## config.mk

```make
export PLATFORM = sky130hd
export DESIGN_NAME = disparity_colormap_top
export DESIGN_NICKNAME = d
export VERILOG_FILES = /design/src/dcm_pkg.sv /design/src/dcm_prep.sv /design/src/dcm_div.sv /design/src/dcm_blend.sv /design/src/disparity_colormap_top.sv
export SDC_FILE = /design/constraint.sdc
export NUM_CORES = 2
export LEC_CHECK = 0
export ABC_AREA = 1
export ABC_CLOCK_PERIOD_IN_PS = 8850
export BUFFER_PORTS_ARGS = -buffer_cell sky130_fd_sc_hd__buf_2
export CAP_MARGIN = 20
export CORE_UTILIZATION = 66
export CTS_BUF_LIST = sky130_fd_sc_hd__clkbuf_8
export CTS_CLUSTER_DIAMETER = 40
export CTS_CLUSTER_SIZE = 20
export DETAILED_ROUTE_END_ITERATION = 10
export PLACE_DENSITY = 0.84
export SYNTH_ARGS = -nofsm -noshare
export SYNTH_HDL_FRONTEND = slang
export SYNTH_SLANG_ARGS = --single-unit
```

## constraint.sdc

```tcl
create_clock -name clk -period 8.85 [get_ports clk]
set_clock_uncertainty 0.15 [all_clocks]
set_input_delay 0.4425 -clock clk [delete_from_list [all_inputs] [get_ports clk]]
set_output_delay 0.4425 -clock clk [all_outputs]
set_load 0.01 [all_outputs]
```

## src/dcm_pkg.sv

```systemverilog
// Package for the disparity colour map block: pipeline sizing, register map,
// colour scale tables and the stage handoff type.
// Depends on nothing; used by every module of the block.
package dcm_pkg;

	// Default disparity width (unsigned Q8.8 at 16 bits)
	localparam int DISP_BITS_DEF = 16;

	// Divider: 16 quotient bits, a fixed number of restoring steps per stage
	localparam int DIV_BITS   = 16;
	localparam int DIV_STEPS  = 2;
	localparam int DIV_STAGES = DIV_BITS / DIV_STEPS;

	// Register stages from accept to result: prep, divider, three blend stages
	localparam int PIPE_DEPTH = DIV_STAGES + 4;

	// Configuration port
	localparam int          ADDR_W        = 3;
	localparam logic        REG_MAX_DISP  = 1'b0;
	localparam logic [15:0] MAX_DISP_RST  = 16'd24576;

	// Pixel modes
	localparam logic MODE_COLOR = 1'b0;
	localparam logic MODE_GREY  = 1'b1;

	// Segment breakpoints (Q1.16) and slopes (Q4.12) of the colour scale
	localparam logic [16:0] BRK [8] = '{
		17'd0, 17'd7471, 17'd19595, 17'd27066,
		17'd38470, 17'd45941, 17'd58065, 17'd65536
	};
	localparam logic [15:0] SLOPE [7] = '{
		16'd35930, 16'd22141, 16'd35930, 16'd23540,
		16'd35930, 16'd22141, 16'd35930
	};

	// Control group that travels with each item through the pipeline
	typedef struct packed {
		logic valid;
		logic mode;
		logic sat;
	} dcm_ctl_t;

	// Endpoint colour of scale entry idx; bit k is channel k (0/1)
	function automatic logic [2:0] cmap_bits(input logic [2:0] idx);
		cmap_bits = {idx[0], idx[2], idx[1]};
	endfunction

endpackage

```

## src/dcm_prep.sv

```systemverilog
// First stage: forms the divider operands for colour and grey mode and the
// saturation flag. Depends on dcm_pkg.
module dcm_prep
	import dcm_pkg::*;
#(
	parameter int DISP_BITS = DISP_BITS_DEF
) (
	input  logic                 clk,
	input  logic                 arst_n,
	input  logic                 accept,
	input  logic [DISP_BITS-1:0] disparity,
	input  logic                 mode,
	input  logic [15:0]          max_eff,
	output dcm_ctl_t             ctl_s1,
	output logic [15:0]          rem_s1,
	output logic [15:0]          low_s1
);

	localparam int NUM_W = ((DISP_BITS + 8 > 16) ? DISP_BITS + 8 : 16) + 1;
	localparam int CMP_W = (DISP_BITS + 1 > 17) ? DISP_BITS + 1 : 17;

	logic [NUM_W-1:0] gnum;
	logic [CMP_W-1:0] hi;
	logic             sat;
	logic [15:0]      rem0;
	logic [15:0]      low0;

	// Grey numerator d*255 + floor(max/2); split into high part and 8 low bits
	always_comb begin
		gnum = (NUM_W'(disparity) << 8) - NUM_W'(disparity) + NUM_W'(max_eff >> 1);
		if (mode == MODE_GREY) begin
			hi   = CMP_W'(gnum[NUM_W-1:8]);
			low0 = {gnum[7:0], 8'd0};
		end else begin
			hi   = CMP_W'(disparity);
			low0 = 16'd0;
		end
		sat  = (hi >= CMP_W'(max_eff));
		rem0 = sat ? 16'd0 : hi[15:0];
	end

	// Hold control with reset
	always_ff @(posedge clk or negedge arst_n) begin
		if (!arst_n) begin
			ctl_s1 <= '0;
		end else begin
			ctl_s1.valid <= accept;
			if (accept) begin
				ctl_s1.mode <= mode;
				ctl_s1.sat  <= sat;
			end
		end
	end

	// Capture operands on a transfer
	always_ff @(posedge clk) begin
		if (accept) begin
			rem_s1 <= rem0;
			low_s1 <= low0;
		end
	end

endmodule

```

## src/dcm_div.sv

```systemverilog
// Pipelined restoring divider, DIV_STEPS quotient bits per stage.
// Remainder starts below the divisor; low bits are shifted in. Depends on dcm_pkg.
module dcm_div
	import dcm_pkg::*;
(
	input  logic              clk,
	input  logic              arst_n,
	input  logic [15:0]       max_eff,
	input  dcm_ctl_t          ctl_in,
	input  logic [15:0]       rem_in,
	input  logic [15:0]       low_in,
	output dcm_ctl_t          ctl_out,
	output logic [DIV_BITS-1:0] quot_out
);

	dcm_ctl_t            ctl_s  [DIV_STAGES];
	logic [15:0]         rem_s  [DIV_STAGES];
	logic [15:0]         low_s  [DIV_STAGES];
	logic [DIV_BITS-1:0] quot_s [DIV_STAGES];

	for (genvar k = 0; k < DIV_STAGES; k++) begin : g_stage
		dcm_ctl_t            c_in;
		logic [15:0]         r_in;
		logic [15:0]         l_in;
		logic [DIV_BITS-1:0] q_in;
		logic [15:0]         r_nx;
		logic [15:0]         l_nx;
		logic [DIV_BITS-1:0] q_nx;

		if (k == 0) begin : g_first
			assign c_in = ctl_in;
			assign r_in = rem_in;
			assign l_in = low_in;
			assign q_in = '0;
		end else begin : g_next
			assign c_in = ctl_s[k-1];
			assign r_in = rem_s[k-1];
			assign l_in = low_s[k-1];
			assign q_in = quot_s[k-1];
		end

		// Shift in one bit, subtract the divisor where it fits
		always_comb begin
			logic [16:0] r2;
			r_nx = r_in;
			l_nx = l_in;
			q_nx = q_in;
			for (int j = 0; j < DIV_STEPS; j++) begin
				r2   = {r_nx, l_nx[15]};
				l_nx = {l_nx[14:0], 1'b0};
				if (r2 >= {1'b0, max_eff}) begin
					r2   = r2 - {1'b0, max_eff};
					q_nx = {q_nx[DIV_BITS-2:0], 1'b1};
				end else begin
					q_nx = {q_nx[DIV_BITS-2:0], 1'b0};
				end
				r_nx = r2[15:0];
			end
		end

		// Advance control
		always_ff @(posedge clk or negedge arst_n) begin
			if (!arst_n) begin
				ctl_s[k] <= '0;
			end else begin
				ctl_s[k] <= c_in;
			end
		end

		// Advance payload
		always_ff @(posedge clk) begin
			rem_s[k]  <= r_nx;
			low_s[k]  <= l_nx;
			quot_s[k] <= q_nx;
		end
	end

	assign ctl_out  = ctl_s[DIV_STAGES-1];
	assign quot_out = quot_s[DIV_STAGES-1];

endmodule

```

## src/dcm_blend.sv

```systemverilog
// Colour scale stages: segment search, slope multiply, endpoint blend, and
// grey saturation; drives the result registers. Depends on dcm_pkg.
module dcm_blend
	import dcm_pkg::*;
(
	input  logic                clk,
	input  logic                arst_n,
	input  dcm_ctl_t            ctl_in,
	input  logic [DIV_BITS-1:0] quot_in,
	output logic                done,
	output logic [7:0]          chan0,
	output logic [7:0]          chan1,
	output logic [7:0]          chan2
);

	logic        valid_s10, valid_s11, valid_s12;
	logic        mode_s10, mode_s11;
	logic [7:0]  grey_s10, grey_s11;
	logic [2:0]  seg_s10, seg_s11;
	logic [16:0] diff_s10;
	logic [32:0] prod_s11;
	logic [7:0]  chan_s12 [3];

	logic [16:0] cval;
	logic [2:0]  seg;
	logic [7:0]  grey;

	// Normalized value, segment search over the breakpoints, grey clamp
	always_comb begin
		cval = ctl_in.sat ? 17'd65536 : {1'b0, quot_in};
		seg  = 3'd0;
		for (int i = 1; i < 7; i++) begin
			if (cval > BRK[i]) begin
				seg = 3'(i);
			end
		end
		grey = ctl_in.sat ? 8'd255 : quot_in[DIV_BITS-1:DIV_BITS-8];
	end

	// Valid bits with reset
	always_ff @(posedge clk or negedge arst_n) begin
		if (!arst_n) begin
			valid_s10 <= 1'b0;
			valid_s11 <= 1'b0;
			valid_s12 <= 1'b0;
		end else begin
			valid_s10 <= ctl_in.valid;
			valid_s11 <= valid_s10;
			valid_s12 <= valid_s11;
		end
	end

	// Offset into the segment, then slope product
	always_ff @(posedge clk) begin
		mode_s10 <= ctl_in.mode;
		grey_s10 <= grey;
		seg_s10  <= seg;
		diff_s10 <= cval - BRK[seg];
		mode_s11 <= mode_s10;
		grey_s11 <= grey_s10;
		seg_s11  <= seg_s10;
		prod_s11 <= diff_s10 * SLOPE[seg_s10];
	end

	logic [16:0] tq;
	logic [16:0] wq;
	logic [2:0]  lo_c;
	logic [2:0]  hi_c;
	logic [7:0]  chan_nx [3];

	// Clamp blend factor, weight the endpoints, scale to 8 bits
	always_comb begin
		logic [16:0] v;
		logic [24:0] v255;
		tq   = (prod_s11[32:12] > 21'd65536) ? 17'd65536 : prod_s11[28:12];
		wq   = 17'd65536 - tq;
		lo_c = cmap_bits(seg_s11);
		hi_c = cmap_bits(seg_s11 + 3'd1);
		for (int k = 0; k < 3; k++) begin
			case ({lo_c[k], hi_c[k]})
				2'b11:   v = 17'd65536;
				2'b10:   v = wq;
				2'b01:   v = tq;
				default: v = 17'd0;
			endcase
			v255 = {v, 8'd0} - 25'(v);
			chan_nx[k] = (mode_s11 == MODE_GREY) ? grey_s11 : v255[23:16];
		end
	end

	// Result registers
	always_ff @(posedge clk) begin
		for (int k = 0; k < 3; k++) begin
			chan_s12[k] <= chan_nx[k];
		end
	end

	assign done  = valid_s12;
	assign chan0 = chan_s12[0];
	assign chan1 = chan_s12[1];
	assign chan2 = chan_s12[2];

endmodule

```

## src/disparity_colormap_top.sv

```systemverilog
// Disparity colour map: one disparity pixel in, one RGB pixel out.
// Pipeline: done follows the accepting edge through one prep stage, eight
// divider stages of two quotient bits each, and three blend stages.
// Throughput: one pixel per clock; busy stays low and done is a one-cycle strobe.
// Reset: arst_n clears all valid bits and loads max_disparity with 96.0 (24576).
module disparity_colormap_top
	import dcm_pkg::*;
#(
	parameter int DISP_BITS = DISP_BITS_DEF
) (
	input  logic                 clk,
	input  logic                 arst_n,
	input  logic                 start,
	output logic                 busy,
	input  logic [DISP_BITS-1:0] disparity,
	input  logic                 mode,
	output logic                 done,
	output logic [7:0]           chan0,
	output logic [7:0]           chan1,
	output logic [7:0]           chan2,
	input  logic                 psel,
	input  logic                 penable,
	input  logic                 pwrite,
	input  logic [ADDR_W-1:0]    paddr,
	input  logic [31:0]          pwdata,
	output logic [31:0]          prdata,
	output logic                 pready
);

	logic [15:0]         full_scale_q;
	logic [15:0]         max_eff;
	logic                accept;
	dcm_ctl_t            ctl_s1;
	logic [15:0]         rem_s1;
	logic [15:0]         low_s1;
	dcm_ctl_t            ctl_div;
	logic [DIV_BITS-1:0] quot_div;

	// Register write on the access phase of a transfer
	always_ff @(posedge clk or negedge arst_n) begin
		if (!arst_n) begin
			full_scale_q <= MAX_DISP_RST;
		end else if (psel && penable && pwrite && pready && paddr[2] == REG_MAX_DISP) begin
			full_scale_q <= pwdata[15:0];
		end
	end

	// Register read
	always_comb begin
		prdata = '0;
		if (paddr[2] == REG_MAX_DISP) begin
			prdata = {16'd0, full_scale_q};
		end
	end

	assign pready  = 1'b1;
	assign busy    = 1'b0;
	assign accept  = start && !busy;
	assign max_eff = (full_scale_q == 16'd0) ? 16'd1 : full_scale_q;

	dcm_prep #(
		.DISP_BITS(DISP_BITS)
	) u_prep (
		.clk       (clk),
		.arst_n    (arst_n),
		.accept    (accept),
		.disparity (disparity),
		.mode      (mode),
		.max_eff   (max_eff),
		.ctl_s1    (ctl_s1),
		.rem_s1    (rem_s1),
		.low_s1    (low_s1)
	);

	dcm_div u_div (
		.clk      (clk),
		.arst_n   (arst_n),
		.max_eff  (max_eff),
		.ctl_in   (ctl_s1),
		.rem_in   (rem_s1),
		.low_in   (low_s1),
		.ctl_out  (ctl_div),
		.quot_out (quot_div)
	);

	dcm_blend u_blend (
		.clk     (clk),
		.arst_n  (arst_n),
		.ctl_in  (ctl_div),
		.quot_in (quot_div),
		.done    (done),
		.chan0   (chan0),
		.chan1   (chan1),
		.chan2   (chan2)
	);

endmodule

```

; ---- Word level (Yosys, flattened, before mapping)
; Memories as Yosys holds them, arrays and structs flattened.
; Cells that the tools add are included.
[classes]
eq_ne = 9
add_sub_neg = 24
n_bitwise = 3
mux = 53
magnitude_cmp = 26
reduce_logical = 4
mul = 1
[ops]
columns = cell, n
row1 = 16-bit 2-to-1 mux, 20
row2 = 17-bit by 16-bit greater-or-equal comparator with 1-bit output, 17
row3 = 16-bit subtractor, 16
row4 = 17-bit one-hot mux with 3 select lines, 3
row5 = 17-bit 2-to-1 mux, 5
row6 = 24-bit by 17-bit subtractor with 24-bit output, 3
row7 = "17-bit by 16-bit > comparator with 1-bit output, second input constant", 3
row8 = "17-bit by 15-bit > comparator with 1-bit output, second input constant", 2
row9 = 17-bit by 16-bit multiplier with 33-bit output, 1
row10 = 25-bit by 15-bit adder with 25-bit output, 1
row11 = 24-bit by 16-bit subtractor with 25-bit output, 1
row12 = 8-bit 2-to-1 mux, 3
row13 = "21-bit by 17-bit > comparator with 1-bit output, second input constant", 1
row14 = "17-bit by 13-bit > comparator with 1-bit output, second input constant", 1
row15 = 1-bit 2-to-1 mux, 17
row16 = 17-bit subtractor, 1
row17 = "17-bit subtractor, first input constant", 1
row18 = 16-bit logical NOT, 1
row19 = 3-bit 2-to-1 mux, 5
row20 = "2-bit equality test, second input constant", 6
row21 = "4-bit greater-or-equal comparator, second input constant", 2
row22 = 3-bit NOT with 4-bit output, 2
row23 = "2-bit by 1-bit equality test with 1-bit output, second input constant", 3
row24 = "3-bit by 1-bit adder with 3-bit output, second input constant", 1
row25 = other kinds (2), 4
[totals]
in_bits = 58
n_memories = 6
regBits = 152
out_inout_bits = 59
ramBits = 392
romBits = 264
elab_cells = 168
[memory_table]
columns = name, words, width, rd, rd_ports_with_merged_regs, write_ports, line_no
row1 = (name not given), 8, 17, 1, 0, 0, dcm_blend.sv:58  ; diff_s10 <= cval - BRK[seg];
row2 = (name not given), 8, 16, 1, 0, 0, dcm_blend.sv:62  ; prod_s11 <= diff_s10 * SLOPE[seg_s10];
row3 = u_div.quot_s, 8, 16, 8, 0, 8, dcm_div.sv:19  ; logic [DIV_BITS-1:0] quot_s [DIV_STAGES];
row4 = u_div.rem_s, 8, 16, 7, 0, 8, dcm_div.sv:17  ; logic [15:0] rem_s [DIV_STAGES];
row5 = u_div.low_s, 8, 14, 7, 0, 8, dcm_div.sv:18  ; logic [15:0] low_s [DIV_STAGES];
row6 = u_blend.chan_s12, 3, 8, 3, 0, 3, dcm_blend.sv:22  ; logic [7:0] chan_s12 [3];

; ---- Depth between registers and ports, before layout
; An unclocked memory read counts as a cell.
[logic_depth]
word_depth = 14
depth_mapped = 33
depth_no_buf = 31

; ---- By module
; From an unflattened synthesis, not the netlist that was laid out.
[hier_totals]
cells_unflattened = 5737
area_unflattened_um2 = 40526.4
[by_module_without_submodules]
columns = mod, area_per_inst_um2, seq_area_each_um2, n_inst, cells_each
row1 = dcm_div, 21232.9, 5405.2, 1, 3083
row2 = dcm_blend, 14605.3, 1796.7, 1, 1975
row3 = dcm_prep, 3568.4, 795.8, 1, 525
row4 = disparity_colormap_top, 1119.8, 402.9, 1, 154

; ---- Least setup slack after synthesis
; Ideal clock, no wire load.
[synth_timing]
path_type = register to register
startpoint = register u_blend.seg_s10[0]
endpoint = register u_blend.prod_s11[30]
n_path_buf = 2
path_slack_ps = 2344
period_less_slack_ps = 6506
setup_ps = 72
required_ps = 8628
arrival_ps = 6284
path_stages_with_launch = 28
cell_sequence = dfxtp_1 -> inv_1 -> nor2_1 -> clkbuf_1 -> nor2_1 -> clkbuf_1 -> nor2_1 -> inv_1 -> fa_1 -> fa_1 -> fa_1 -> inv_1 -> fa_1 -> fa_1 -> inv_1 -> fa_1 -> inv_1 -> ha_1 -> a21oi_1 -> inv_1 -> o21ai_0 -> o211ai_1 -> a21oi_1 -> inv_1 -> a21oi_1 -> o31ai_1 -> a21oi_1 -> xor2_1
[synth_via]
elab_chain_cells = 5
[synth_lines]
columns = element, line_no
row1 = from (decl), dcm_blend.sv:19  ; logic [2:0] seg_s10, seg_s11;
row2 = from (signal assigned), dcm_blend.sv:57  ; seg_s10 <= seg;
row3 = 3-bit NOT with 4-bit output (implied by the code), dcm_blend.sv:62
row4 = memory 8 x 16 bit, n/a
row5 = 16-bit 2-to-1 mux (implied by the code) (2 in series), dcm_blend.sv:62
row6 = 17-bit by 16-bit multiplier with 33-bit output, dcm_blend.sv:62
row7 = to (signal assigned), dcm_blend.sv:62
row8 = to (decl), dcm_blend.sv:21  ; logic [32:0] prod_s11;
; Every way passes these cells. The select of a mux whose other input is x is not followed.
; A chain may end at the register's enable or synchronous reset.

; ---- Worst setup path in the final report
; Ends and elaborated chain as after synthesis.

==> impl_summary.log <==
[metrics] number of remaining DRC errors: 0
[metrics] clock tree from TritonCTS: done
[metrics] Final Routed Wirelength: 97300 um
[metrics] headroom to the max-slew limit: 35.7%
[metrics] number of antenna violations at the first check in global routing: 1
[metrics] distinct cell type count of the synthesized netlist: 70
[metrics] standard cell core area: 53900 sq um
[metrics] Clk Tree Root Cell: sky130_fd_sc_hd__clkbuf_8
[metrics] number of global-route vias before repair: 32000
[metrics] syn avg cell area: 7.32 sq um
[metrics] routability congestion estimate: just over 1
[metrics] Max Buffers Root-to-Sink: 3
[metrics] number of buffers created by CTS: 58
[metrics] relative area change from synthesis to final layout: 6.85%
[metrics] count of clock tree sinks: approximately 350
[metrics] routed length on met3: between 7000 and 8000 um
[metrics] post-layout net count: between 5000 and 6000
[metrics] violation count after the first detailed-route iteration: between 2000 and 3000
[metrics] Seq cells post-synth: approximately 350
[metrics] half-perimeter wire length of the detailed placement result: 76300 um
[metrics] crit share post-route: between 80% and 90%
[metrics] pin slew with the least headroom to its limit: ~0.96 ns
[metrics] fraction of registers with async set or reset after synthesis: approximately an eighth
[metrics] number of warnings issued by yosys: 0
[metrics] CP Class: reg2reg
[metrics] status: completed
[metrics] vias per std cell: just under 6
[metrics] post-detailed-route wirelength per cell: around 17 um
[metrics] ys flop type: sky130_fd_sc_hd__dfxtp_1
[metrics] grt total ovfl: 0
[metrics] Fin Setup TNS: 0 ns
[metrics] Critical Path RT: roughly 9.3 ns
[metrics] final hold violation count: 0
[metrics] RSZ-0062 raised after global routing: no
[metrics] share of layout cells above drive strength 1: under 10%
[metrics] max layer used: met4
[metrics] number of maximum-capacitance violations: 0
[metrics] horizontal die dimension: 236 um
[metrics] die footprint: roughly 56000 sq um
[metrics] via count: between 30000 and 40000
[metrics] Critical Path AT: 7.72 ns
[metrics] final critical delay including setup and external delays: approximately 7.3 ns
[metrics] crit path launch type: flop
[metrics] Worst setup EP type: flop
[metrics] Total GRT Usage: about a third
[metrics] effective utilization at floorplan: 66.8%
[metrics] share of synthesized area occupied by flip-flops and latches: 20.9%
[metrics] post-synth design cell area: about 36000 sq um
[metrics] number of I/O port buffers: 80
[metrics] Highest Clock Rate: 138 MHz
[metrics] final setup vio count: 0
[metrics] first-pass GRT wire length: 157000 um
[metrics] HP Class: in2reg
[metrics] number of levels the H-tree was split into: 2
[metrics] antenna viol nets, final: 0
[metrics] clock transition time at the flip-flop clock pins of the worst setup and hold paths: approximately 0.070 ns
[metrics] synthesized netlist cell count: between 4000 and 5000
[metrics] number of synthesized flops with an enable pin: 24
[metrics] number of optimization iterations in the first detailed-route pass: 6
[metrics] buffer count from post-CTS setup fixing: 0
[metrics] post-cts hold buffer count: 21
[metrics] num ports: around 120
[metrics] Max FO, Critical Path: 11
[metrics] number of gates given a new drive strength after cts: 0
[metrics] height of the die: 236 um
[metrics] source-to-sink clock delay at the later pin of the worst-skew pair: between 0.7 and 0.8 ns
[metrics] Max Transition Viols Final: 0
[metrics] met2 wire length: ~46000 um
[metrics] largest net degree at the start of global routing: 47
[metrics] Placement Rows: between 80 and 90
[metrics] length of routed wiring on met1: roughly 40000 um
-- synth_stat cells, types with 24 or more instances --
cell	number	share of area, %
sky130_fd_sc_hd__xor2_1	141	3.4
sky130_fd_sc_hd__edfxtp_1	24	2.0
sky130_fd_sc_hd__clkbuf_1	43	0.45
sky130_fd_sc_hd__nor3_1	39	0.54
sky130_fd_sc_hd__a21o_1	24	0.50
sky130_fd_sc_hd__ha_1	466	16
sky130_fd_sc_hd__xnor2_1	104	2.5
sky130_fd_sc_hd__nand2_1	1085	11
sky130_fd_sc_hd__dfxtp_1	282	16
sky130_fd_sc_hd__nor2_1	413	4.3
sky130_fd_sc_hd__inv_1	681	7.1
sky130_fd_sc_hd__nand3_1	230	3.2
sky130_fd_sc_hd__a21oi_1	397	5.5
sky130_fd_sc_hd__buf_4	25	0.52
sky130_fd_sc_hd__o21ai_0	321	4.5
sky130_fd_sc_hd__nor4_1	27	0.47
sky130_fd_sc_hd__dfrtp_1	44	3.1
sky130_fd_sc_hd__or2_2	27	0.47
sky130_fd_sc_hd__nand4_1	53	0.92
sky130_fd_sc_hd__o21ai_1	40	0.56
sky130_fd_sc_hd__fa_1	211	12
-- metrics by stage --
stage          hold slack, ns  cell area [sq um]  std cells  setup slack, ns  util (%)
6_report               0.0647              38500       5764             1.59      71.4
5_1_grt                0.0603              38500       5764             1.28      71.4
4_1_cts                0.0137              38500       5762             1.69      71.4
3_5_place_dp            0.162              37000       5631             1.70      68.5
3_3_place_gp            0.160              37000       5631             1.80      68.5
2_1_floorplan        -0.00309              36100       4936             2.34         -
-- flip-flops by register name, summed over array words and instances, names as in the netlist, 8 cells and up --
name              flops
u_div.quot_s         72
u_blend.prod_s11     21
u_div.ctl_s          21
u_blend.grey_s10      8
full_scale_q         16
u_prep.low_s1         8
u_div.rem_s         112
u_blend.diff_s10     17
u_blend.grey_s11      8
u_prep.rem_s1        16
u_blend.chan_s12     24
u_div.low_s          12
-- final timing paths --
| path | slack, ns | end | startpoint | depth (start not counted) |
|---|---|---|---|---|
| worst min-delay path | 0.06 | u_prep.rem_s1[2] | disparity[2] | 3 |
| min in group asynchronous | 0.19 | u_div.ctl_s[5] | arst_n | 3 |
| worst max-delay path | 1.59 | u_blend.prod_s11[30] | u_blend.seg_s10[0] | 27 |
| max in group asynchronous | 7.86 | u_div.ctl_out[1] | arst_n | 3 |
| worst max register to register | 1.59 | u_blend.prod_s11[30] | u_blend.seg_s10[0] | 27 |
| worst min register to register | 0.17 | u_div.low_s[0][25] | u_div.low_s[0][9] | 0 |
-- per-layer routing --
metal / vias up / global-route usage [%]
met1: 15300 / 42.8
met4: 0 / 18.2
met2: 1350 / 60.6
met3: 328 / 4.50
met5: - / 0
li1: 16400 / -
-- cells by family after synthesis --
| logic type | count (synthesis) | share of synthesized area (%) |
|---|---|---|
| buffers and inverters | 795 | 8.83 |
| other | 2 | 0.0208 |
| AND/OR/NAND/NOR | 1916 | 22.1 |
| adder cells (fa/ha/maj) | 677 | 27.9 |
| flip-flops | 352 | 20.9 |
| AO/OA/AOI/OAI | 932 | 14.3 |
| multiplexers | 1 | 0.0312 |
| XOR/XNOR | 245 | 5.96 |
-- cell type report --
| type | count | area, sq um |
|---|---|---|
| Sequential cell | 352 | 7520 |
| Clock inverter | 48 | 463 |
| Antenna cell | 1 | 2.50 |
| Timing Repair Buffer | 126 | 806 |
| Multi-Input combinational cell | 3789 | 25400 |
| Fill cell | 4417 | 15400 |
| Inverter | 690 | 2590 |
| Tap cell | 696 | 871 |
| Clock buffer | 62 | 853 |
-- critical path, stage by stage, from the launching register on --
cell and delay (ns):
sky130_fd_sc_hd__dfxtp_1 0.32, sky130_fd_sc_hd__inv_1 0.07, sky130_fd_sc_hd__nor2_1 0.04, sky130_fd_sc_hd__buf_4 0.18
sky130_fd_sc_hd__nor2_1 0.61, sky130_fd_sc_hd__inv_1 0.34, sky130_fd_sc_hd__nor2_1 0.36, sky130_fd_sc_hd__fa_1 0.45
sky130_fd_sc_hd__inv_1 0.08, sky130_fd_sc_hd__fa_1 0.44, sky130_fd_sc_hd__fa_1 0.52, sky130_fd_sc_hd__inv_1 0.05
sky130_fd_sc_hd__fa_1 0.46, sky130_fd_sc_hd__fa_1 0.54, sky130_fd_sc_hd__inv_1 0.05, sky130_fd_sc_hd__fa_1 0.53
sky130_fd_sc_hd__inv_1 0.04, sky130_fd_sc_hd__ha_1 0.35, sky130_fd_sc_hd__a21oi_1 0.21, sky130_fd_sc_hd__inv_1 0.07
sky130_fd_sc_hd__o21ai_0 0.16, sky130_fd_sc_hd__o211ai_1 0.10, sky130_fd_sc_hd__a21oi_1 0.26, sky130_fd_sc_hd__inv_1 0.08
sky130_fd_sc_hd__a21oi_1 0.24, sky130_fd_sc_hd__o31ai_1 0.16, sky130_fd_sc_hd__a21oi_1 0.18, sky130_fd_sc_hd__xor2_1 0.16
-- cell usage in the layout (no fill, tap or decap), types with 40 or more instances in the layout --
master and count:
sky130_fd_sc_hd__a21oi_1 397, sky130_fd_sc_hd__nand4_1 53, sky130_fd_sc_hd__o21ai_1 40, sky130_fd_sc_hd__o21ai_0 321, sky130_fd_sc_hd__ha_1 466, sky130_fd_sc_hd__fa_1 211, sky130_fd_sc_hd__clkbuf_8 62, sky130_fd_sc_hd__dfrtp_1 44
sky130_fd_sc_hd__xor2_1 141, sky130_fd_sc_hd__xnor2_1 104, sky130_fd_sc_hd__buf_2 80, sky130_fd_sc_hd__nand2_1 1085, sky130_fd_sc_hd__nand3_1 230, sky130_fd_sc_hd__dfxtp_1 282, sky130_fd_sc_hd__nor2_1 413, sky130_fd_sc_hd__inv_1 684
Power is not shown: default switching activity piles up to over one toggle a cycle in this logic, so the estimate is an artifact.
